$ cat src/design/fprq_pkg.sv
// Package: types, constants and codes for the fixed priority ready queue.
`timescale 1ns / 1ps
`default_nettype none
package fprq_pkg;
    localparam int NUM_PRIO_DEF  = 32;
    localparam int NUM_TASKS_DEF = 64;
    localparam int TASK_W        = 6;
    localparam int PRIO_W        = 5;
    localparam int STATUS_W      = 2;

    localparam logic [STATUS_W-1:0] ST_OK      = 2'd0;
    localparam logic [STATUS_W-1:0] ST_ADD_IGN = 2'd1;
    localparam logic [STATUS_W-1:0] ST_REM_IGN = 2'd2;

    localparam logic MODE_ADD = 1'b0;
    localparam logic MODE_REM = 1'b1;

    typedef enum logic [2:0] {
        S_IDLE,
        S_READ,
        S_WRITE,
        S_FIND,
        S_OUT
    } state_t;
endpackage
`default_nettype wire

$ cat src/design/fixed_priority_ready_queue.sv
// An accepted transaction passes through read, update, encode and present steps to its result.
// Transactions are taken one at a time; the stored-priority read at capture, the
// head/tail read, the write-back of links and head/tail with the bitmap scan, the output
// load and the idle state after the result leaves all come before the next is accepted.
// Reset clears the bitmap and per-task membership flags; the link, head, tail and
// priority memories stay unwritten and are read only where a flag shows valid data.
`timescale 1ns / 1ps
`default_nettype none
module fixed_priority_ready_queue #(
    parameter int NUM_PRIO  = fprq_pkg::NUM_PRIO_DEF,
    parameter int NUM_TASKS = fprq_pkg::NUM_TASKS_DEF
) (
    input  wire logic                          clk,
    input  wire logic                          rst_n,
    input  wire logic                          in_valid,
    output logic                               in_stall,
    input  wire logic                          mode,
    input  wire logic [fprq_pkg::TASK_W-1:0]   task_id,
    input  wire logic [fprq_pkg::PRIO_W-1:0]   priority_req,
    output logic                               out_valid,
    input  wire logic                          out_stall,
    output logic [fprq_pkg::STATUS_W-1:0]      status,
    output logic                               ready_valid,
    output logic [fprq_pkg::TASK_W-1:0]        ready_task,
    output logic [fprq_pkg::PRIO_W-1:0]        ready_priority
);
    import fprq_pkg::*;

    localparam int TI_W = (NUM_TASKS > 1) ? $clog2(NUM_TASKS) : 1;
    localparam int PI_W = (NUM_PRIO > 1) ? $clog2(NUM_PRIO) : 1;

    // Memories: head/tail per priority, links and stored priority per task.
    logic [TASK_W-1:0] head_mem [NUM_PRIO];
    logic [TASK_W-1:0] tail_mem [NUM_PRIO];
    logic [TASK_W-1:0] next_mem [NUM_TASKS];
    logic [TASK_W-1:0] prev_mem [NUM_TASKS];
    logic [PRIO_W-1:0] tprio_mem[NUM_TASKS];

    logic [NUM_PRIO-1:0]  map_reg, map_next;
    logic [NUM_TASKS-1:0] queued_reg, queued_next;

    state_t state_reg, state_next;

    // Captured transaction.
    logic              mode_reg;
    logic [TASK_W-1:0] tid_reg;
    logic [PRIO_W-1:0] prio_reg;
    logic              tid_ok;
    logic [TI_W-1:0]   tix;
    logic [TI_W-1:0]   in_tix;
    logic [TI_W-1:0]   rd_tix;
    logic [PI_W-1:0]   pix_add;

    // Registered memory read data.
    logic [TASK_W-1:0] rd_head, rd_tail, rd_next, rd_prev;
    logic [PRIO_W-1:0] rd_tprio;
    logic [PI_W-1:0]   rd_pix;

    // Output register.
    logic [STATUS_W-1:0] status_reg, status_next;
    logic                rv_reg;
    logic [TASK_W-1:0]   rt_reg;
    logic [PRIO_W-1:0]   rp_reg;

    // Priority scan result.
    logic              found;
    logic [PI_W-1:0]   found_p;
    logic [PI_W-1:0]   op_p;
    logic [TASK_W-1:0] head_rd_found;
    logic [PI_W-1:0]   found_p_pre;
    logic              found_pre;
    logic              found_q;
    logic [PI_W-1:0]   found_p_q;

    // Head write of the write stage, forwarded into the scan's head read.
    logic              head_we;
    logic [TASK_W-1:0] head_wd;

    assign tid_ok = (32'(tid_reg) < 32'(NUM_TASKS));
    assign tix    = tid_ok ? tid_reg[TI_W-1:0] : '0;
    assign in_tix = (32'(task_id) < 32'(NUM_TASKS)) ? task_id[TI_W-1:0] : '0;
    // Address the task memories from the input while idle so the stored priority
    // is ready by the head/tail read.
    assign rd_tix = (state_reg == S_IDLE) ? in_tix : tix;
    // Saturate out-of-range priorities to the lowest level.
    assign pix_add = (32'(prio_reg) < 32'(NUM_PRIO)) ? prio_reg[PI_W-1:0]
                                                      : PI_W'(NUM_PRIO - 1);
    assign rd_pix  = (32'(rd_tprio) < 32'(NUM_PRIO)) ? rd_tprio[PI_W-1:0]
                                                      : PI_W'(NUM_PRIO - 1);
    assign op_p    = (mode_reg == MODE_ADD) ? pix_add : rd_pix;

    always_ff @(posedge clk or negedge rst_n)
    begin
        if (!rst_n)
        begin
            state_reg  <= S_IDLE;
            map_reg    <= '0;
            queued_reg <= '0;
        end
        else
        begin
            state_reg  <= state_next;
            map_reg    <= map_next;
            queued_reg <= queued_next;
        end
    end

    always_ff @(posedge clk)
    begin
        if (state_reg == S_IDLE && in_valid)
        begin
            mode_reg <= mode;
            tid_reg  <= task_id;
            prio_reg <= priority_req;
        end
        // Status is decided before the membership flags advance.
        if (state_reg == S_WRITE)
        begin
            status_reg <= status_next;
        end
        if (state_reg == S_FIND)
        begin
            rv_reg     <= found;
            rt_reg     <= found ? head_rd_found : '0;
            rp_reg     <= found ? PRIO_W'(found_p) : '0;
        end
    end

    // Read stage: task-indexed reads, then head/tail at the operation priority.
    always_ff @(posedge clk)
    begin
        rd_next  <= next_mem[rd_tix];
        rd_prev  <= prev_mem[rd_tix];
        rd_tprio <= tprio_mem[rd_tix];
    end

    // Head/tail are read in the cycle after the task reads, once the stored priority is known.
    always_ff @(posedge clk)
    begin
        rd_head <= head_mem[op_p];
        rd_tail <= tail_mem[op_p];
    end

    always_ff @(posedge clk)
    begin
        if (head_we && found_p_pre == op_p)
        begin
            head_rd_found <= head_wd;
        end
        else
        begin
            head_rd_found <= head_mem[found_p_pre];
        end
    end

    // Bitmap scan feeds the head read during WRITE, ahead of FIND.
    always_comb
    begin
        found_pre   = 1'b0;
        found_p_pre = '0;
        for (int q = NUM_PRIO - 1; q >= 0; q--)
        begin
            if (map_next[q])
            begin
                found_pre   = 1'b1;
                found_p_pre = PI_W'(q);
            end
        end
    end

    always_ff @(posedge clk)
    begin
        found_q   <= found_pre;
        found_p_q <= found_p_pre;
    end
    assign found   = found_q;
    assign found_p = found_p_q;

    // Decisions of the write stage.
    logic add_ok, rem_ok, is_head, is_tail, qne;
    logic [TI_W-1:0] tl_ix, a_ix, b_ix;
    assign qne     = map_reg[op_p];
    assign add_ok  = (mode_reg == MODE_ADD) && tid_ok && !queued_reg[tix];
    assign rem_ok  = (mode_reg == MODE_REM) && tid_ok && queued_reg[tix];
    assign is_head = (rd_head == tid_reg);
    assign is_tail = (rd_tail == tid_reg);
    assign tl_ix   = (32'(rd_tail) < 32'(NUM_TASKS)) ? rd_tail[TI_W-1:0] : '0;
    assign a_ix    = (32'(rd_prev) < 32'(NUM_TASKS)) ? rd_prev[TI_W-1:0] : '0;
    assign b_ix    = (32'(rd_next) < 32'(NUM_TASKS)) ? rd_next[TI_W-1:0] : '0;
    assign head_we = (state_reg == S_WRITE)
                     && ((add_ok && !qne) || (rem_ok && is_head && !is_tail));
    assign head_wd = add_ok ? tid_reg : rd_next;

    always_ff @(posedge clk)
    begin
        if (state_reg == S_WRITE)
        begin
            if (add_ok)
            begin
                if (qne)
                begin
                    next_mem[tl_ix] <= tid_reg;
                    prev_mem[tix]   <= rd_tail;
                end
                else
                begin
                    head_mem[op_p] <= tid_reg;
                end
                tail_mem[op_p] <= tid_reg;
                tprio_mem[tix] <= PRIO_W'(op_p);
            end
            else if (rem_ok)
            begin
                if (is_head && !is_tail)
                begin
                    head_mem[op_p] <= rd_next;
                end
                else if (is_tail && !is_head)
                begin
                    tail_mem[op_p] <= rd_prev;
                end
                else if (!is_head && !is_tail)
                begin
                    next_mem[a_ix] <= rd_next;
                    prev_mem[b_ix] <= rd_prev;
                end
            end
        end
    end

    always_comb
    begin
        state_next  = state_reg;
        map_next    = map_reg;
        queued_next = queued_reg;
        status_next = ST_OK;
        in_stall    = 1'b1;
        if (mode_reg == MODE_ADD && !add_ok)
        begin
            status_next = ST_ADD_IGN;
        end
        else if (mode_reg == MODE_REM && !rem_ok)
        begin
            status_next = ST_REM_IGN;
        end
        unique case (state_reg)
            S_IDLE:
            begin
                in_stall = 1'b0;
                if (in_valid)
                begin
                    state_next = S_READ;
                end
            end
            S_READ:
            begin
                state_next = S_WRITE;
            end
            S_WRITE:
            begin
                // Update bitmap and membership; the scan samples map_next here.
                if (add_ok)
                begin
                    map_next[op_p] = 1'b1;
                    queued_next[tix] = 1'b1;
                end
                else if (rem_ok)
                begin
                    if (is_head && is_tail)
                    begin
                        map_next[op_p] = 1'b0;
                    end
                    queued_next[tix] = 1'b0;
                end
                state_next = S_FIND;
            end
            S_FIND:
            begin
                state_next = S_OUT;
            end
            S_OUT:
            begin
                if (!out_stall)
                begin
                    state_next = S_IDLE;
                end
            end
            default:
            begin
                state_next = S_IDLE;
            end
        endcase
    end

    assign out_valid      = (state_reg == S_OUT);
    assign status         = status_reg;
    assign ready_valid    = rv_reg;
    assign ready_task     = rt_reg;
    assign ready_priority = rp_reg;
endmodule
`default_nettype wire

$ cat config.mk
export PLATFORM = sky130hd
export DESIGN_NAME = fixed_priority_ready_queue
export DESIGN_NICKNAME = d
export VERILOG_FILES = /design/src/design/fprq_pkg.sv /design/src/design/fixed_priority_ready_queue.sv
export SDC_FILE = /design/constraint.sdc
export NUM_CORES = 2
export LEC_CHECK = 0
export BUFFER_PORTS_ARGS = -buffer_cell sky130_fd_sc_hd__buf_2
export CORE_MARGIN = 1
export CORE_UTILIZATION = 62
export DETAILED_ROUTE_END_ITERATION = 8
export PLACE_DENSITY = 0.88
export SLEW_MARGIN = 30
export SYNTH_ARGS = -nofsm -noshare
export SYNTH_HDL_FRONTEND = slang
export SYNTH_SLANG_ARGS = --single-unit
$ cat constraint.sdc
create_clock -name clk -period 9.8 [get_ports clk]
set_input_delay 0.98 -clock clk [delete_from_list [all_inputs] [get_ports clk]]
set_output_delay 0.98 -clock clk [all_outputs]
set_load 0.05 [all_outputs]
# Word level (Yosys, flattened, before mapping)
# Memories as Yosys holds them, arrays and structs flattened. A register that Yosys moved wholly into a read port is not among the register bits.
# Index checks and enable logic that the tools add are counted.
# word_totals
ff_bits,137
ramBits,1472
in_bits,16
out_inout_bits,16
elab_cells,163
n_memories,5
# memory_table
name,depth,width,rd,rd_clocked_by_memory_dff,wr,line_no,source
next_mem,64,6,1,1,1,fixed_priority_ready_queue.sv:35,logic [TASK_W-1:0] next_mem [NUM_TASKS];
prev_mem,64,6,1,1,1,fixed_priority_ready_queue.sv:36,logic [TASK_W-1:0] prev_mem [NUM_TASKS];
tprio_mem,64,5,1,1,1,fixed_priority_ready_queue.sv:37,logic [PRIO_W-1:0] tprio_mem[NUM_TASKS];
head_mem,32,6,2,1,1,fixed_priority_ready_queue.sv:33,logic [TASK_W-1:0] head_mem [NUM_PRIO];
tail_mem,32,6,1,1,1,fixed_priority_ready_queue.sv:34,logic [TASK_W-1:0] tail_mem [NUM_PRIO];
# op_classes
magnitude_cmp,4
eq_ne,9
n_mux,93
n_bitwise,9
reduce_logical,30
# op_table
cell,n
$mux W5,33
$mux W32,4
$mux W64,2
$and A64 B64 Y64,1
$not A64 Y64,1
$or A64 B64 Y64,1
$mux W6,9
$mux W1,37
$and A32 B32 Y32,1
$not A32 Y32,1
$or A32 B32 Y32,1
$reduce_or A31 Y1,1
$logic_and A1 B1 Y1,16
$pmux W3 S5,1
$eq A6 B6 Y1,2
$reduce_or A6 Y1,2
$lt A6 B7 Y1 const B,1
$bmux W1 S6,1
$demux W1 S6,1
$eq A3 B2 Y1 const B,2
$ge A6 B1 Y1 const B,1
$logic_not A1 Y1,6
$lt A5 B6 Y1 const B,1
$mux W3,2
other kinds (14),17

# Logic depth before layout (Yosys ltp)
# logic_depth
depth_word,46
depth_mapped,30
depth_no_buf,24

# Least setup slack after synthesis
# No wires, ideal clock.
# synth_timing
path_kind,flip-flop to flip-flop
start,reg tid_reg[1]
end,reg head_rd_found[2]
setup_ns,0.126
t_arrival_ns,5.586
required_ns,9.674
slack_ns,4.087
path_stages_with_launch,25
path_buffers,5
period_less_slack_ns,5.713
cell_sequence,edfxtp_1 -> buf_2 -> buf_1 -> clkbuf_1 -> nor2_1 -> a221oi_1 -> o22ai_1 -> or3_1 -> nor4_1 -> ha_1 -> and2_1 -> buf_2 -> clkbuf_1 -> mux2i_1 -> a221oi_1 -> a211oi_2 -> a2111oi_4 -> nand2_2 -> o21ai_4 -> inv_2 -> or3_1 -> a32oi_1 -> or4b_1 -> o41ai_1 -> a21oi_1
# synth_via
elab_chain_len,41
elab_cells_between_ends,55
cone_classes,eq/ne (3); mux (40); reduce/logical (11); memory (1)
# synth_rtl
item,line_no,source
"start, declared",fixed_priority_ready_queue.sv:46,logic [TASK_W-1:0] tid_reg;
"start signal, assigned",fixed_priority_ready_queue.sv:113,tid_reg <= task_id;
"parallel branches: the longest is 40 deep, another holds $mux W32",-,
$mux W6 (*),fixed_priority_ready_queue.sv:146,if (head_we && found_p_pre == op_p)
"end signal, assigned",fixed_priority_ready_queue.sv:148,head_rd_found <= head_wd;
"end signal, assigned",fixed_priority_ready_queue.sv:152,head_rd_found <= head_mem[found_p_pre];
"end, declared",fixed_priority_ready_queue.sv:69,logic [TASK_W-1:0] head_rd_found;
# Mark *: on every way between the ends. The select of a mux whose other input is x is not followed.
# A chain may end at the register's enable or synchronous reset.

# Worst setup path in the final report
# layout_timing
start,reg tid_reg[1]
end,reg head_rd_found[3]
# The elaborated chain is that of the path after synthesis.

==> results.toml <==
[global_routing]
grt_max_degree = 137
antenna_found_initial = 0
grt_pass1_wl_mm = 260.9
grt_pass1_vias = 40340
grt.total_usage_pct = 32.00
overflow = 0

[floorplanning]
core_area_um2 = 109000
dieArea_um2 = 111300
core.rowCount = 121
io_pins = 32
start_util_pct = 62.55
chipHeight_um = 333.6
die_x_um = 333.6

[drt]
wl_mm = 183.6
ant_nets = 0
wl_per_cell_um = 32.66
first_iter_violations = 7091
via_per_inst = 7.330
drc_errors = 0
vias = 41210
dr.pass1.iters = 9

[final_layout]
drive_gt1_share_pct = 19.42
fillerInstances = 6373
n_antenna_cell = 0
fin_nets = 4098
fin_cells = 5622
regArea_um2 = 48280
area_growth_pct = 10.09
reg.largest.list = "next_mem x384, prev_mem x384, tprio_mem x320"
multi_input_area_um2 = 18840

[setup_path]
cp.required_ns = 10.47
critPathLaunchType = "flip-flop"
end_kind = "flip-flop"
cp_slowest_cell = "and2_1"
crit_top_cell = "buf_4"
crit_chain = "buf_6 -> buf_4 -> mux4_2 -> mux2i_1 -> o22ai_1 -> or3_1 -> nor4_1 -> ha_1 -> and2_1 -> buf_4 -> mux2i_1 -> a221oi_1 -> a211oi_2 -> a2111oi_4 -> nand2_2 -> o21ai_4 -> buf_4 -> inv_2 -> buf_4 -> or3_1 -> a32oi_1 -> nand4b_1 -> o31a_1 -> a21o_1"
path_max_fanout = 40
slowest_delay_ns = 0.76
critPathArrivalTime_ns = 9.01
crit_type = "flip-flop to flip-flop"

[place]
gp_congestion = 1.006
placed_cells = 5332
hpwl_mm = 104.1
port-buffer-count = 31

[timing]
finalCritPeriodShare_pct = 85.04
fmax_mhz = 120.0
setup_violations = 0
finClkSkew_ns = 0.04330
grt_setup_unrepaired = "no"
worst_pin_slew_ns = 1.055
period_needed_ns = 8.334
setup_tns_ns = 0
finalHoldViolations = 0
slew_viol_final = 0
relSlewSlack_pct = 27.67

[power]
peakVddDrop_uv = 196.2
switching_share_pct = 32.64
p_sw_mw = 6.801
pwr_density_cell_nw_per_um2 = 277.6
clock_power_share_pct = 30.2
leakage_nw = 24.08
intPower_mw = 14.04
seqPwrFrac_pct = 41.4
combPwrFrac_pct = 28.4

[logic_synthesis]
seq_area_frac_synth_pct = 70.81
synth_largest_area_cell = "edfxtp_1"
syn_avg_cell_area_um2 = 16.68
syn-cell-area_um2 = 68190
synth_edf_count = 1498
synth_nets = 4108
post-synth-top-area-fraction_pct = 65.97
ys_ff_latch = 1638
synthArstFlopShare_pct = 6.044
yosys-top-cells-area = "edfxtp_1 66%, mux4_2 12%, dfrtp_1 3.6%"
netlist_instances = 4088
synth.distinct_cells = 96
yosysWarnings = 0
synth_top_flop_cell = "edfxtp_1"

[cts]
clock_sinks = 1638
clock-root-buffer = "clkbuf_16"
post_cts_buffers = 0
clk_pin_slew_ns = 0.07
cts_hold_buf = 0
tritoncts = "yes"
cts_resized = 0
cts_buffers = 156
clock_path_buffers = 3
clock_latency_ns = 0.80
cts_max_level = 4

[job]
max_cap_violations = 0

[min_path]
hp-class = "input pin to asynchronous set/reset pin"

[outcome]
run_status = "finished, final reports clean"
## path summary, 6_finish.rpt
path                                 start          endpoint  slack (ns)  cells after the start
max                             tid_reg[1]  head_rd_found[3]        1.47                     24
min                                  rst_n      state_reg[0]        0.11                      1
max reg2reg                     tid_reg[1]  head_rd_found[3]        1.47                     24
min reg2reg                      flip-flop         flip-flop        0.51                      2
max in group asynchronous            rst_n       map_reg[30]        8.63                      3
min in group clk           priority_req[0]        pix_add[0]        0.37                      1
## cell usage after synthesis, drive strengths merged (14+ instances only)
library cell / count
a211oi: 101
a21oi: 84
a221oi: 16
a22oi: 42
a311oi: 44
a31oi: 55
and2: 94
and3: 19
buf: 83
clkbuf: 170
dfrtp: 99
dfxtp: 41
edfxtp: 1498
inv: 51
mux2: 67
mux2i: 90
mux4: 362
nand2: 365
nand3: 72
nor2: 357
nor2b: 14
o211ai: 15
o21ai: 123
o22ai: 33
or2: 16
xnor2: 14
## metal layers
metal  share of wire, %  wire length [um]  track usage (%)
met1                 34             61560            41.58
met2                 49             89420            52.11
met3                 12             21300            6.524
met4                6.2             11340            15.48
met5                  0                 0                0
## metrics by stage
stage / hold slack [ns] / util [%] / cell area (um2) / power, mW / setup slack, ns
5_1_grt: 0.1169 / 68.86 / 75060 / 21.26 / 1.189
3_3_place_gp: 0.4860 / 63.93 / 69690 / 14.15 / 1.451
3_5_place_dp: 0.4983 / 63.97 / 69730 / 14.36 / 1.449
2_1_floorplan: 0.4207 / - / 68190 / 12.47 / 4.087
4_1_cts: 0.06821 / 68.81 / 75010 / 20.59 / 1.376
6_report: 0.1110 / 68.86 / 75060 / 20.84 / 1.466
## power by group through the flow
stage / combinational [mW] / sequential (mW) / clock, mW
2_1_floorplan: 3.77 / 8.70 / 0
3_3_place_gp: 5.40 / 8.75 / 0
3_5_place_dp: 5.60 / 8.76 / 0
4_1_cts: 5.73 / 8.62 / 6.24
5_1_grt: 6.11 / 8.64 / 6.51
6_report: 5.91 / 8.64 / 6.29
## worst max-delay path: cells and delay by family (launching register included)
kind,cells,cell delay (ns)
simple gates,6,2.55
buf+inv,6,2.08
compound gates,8,1.87
mux,3,0.83
flops,1,0.55
fa+ha+maj,1,0.28
## cells by family after synthesis
family	synth area share [%]
compound gates	5.745
simple gates	7.001
xor+xnor	0.2312
fa+ha+maj	0.07340
buf+inv	1.756
mux	14.38
flops	70.81
## cell type report
type                       instances  area share [%]
clock buffer                     208           5.852
tap                             1414           2.357
multi-input combinational       2146           25.10
clock inverter                    80           1.172
timing repair buffer              85          0.9018
sequential                      1638           64.32
inverter                          51          0.2934
## placed cells by master, fill, tap and decap left out, types with 30 or more instances in the layout
cell type  instances
nand2_1          362
edfxtp_1        1498
nand3_1           72
mux2_2            63
a31oi_1           54
clkbuf_16        167
and2_1            91
mux4_2           362
nor2_1           355
a22oi_1           42
dfxtp_1           41
o21ai_0          114
mux2i_1           82
a21oi_1           82
a311oi_1          44
inv_1             36
buf_2             30
a211oi_1         100
buf_4             45
dfrtp_1           99
clkbuf_1          35
o22ai_1           32
No activity file was read; power rests on OpenSTA's default activity.
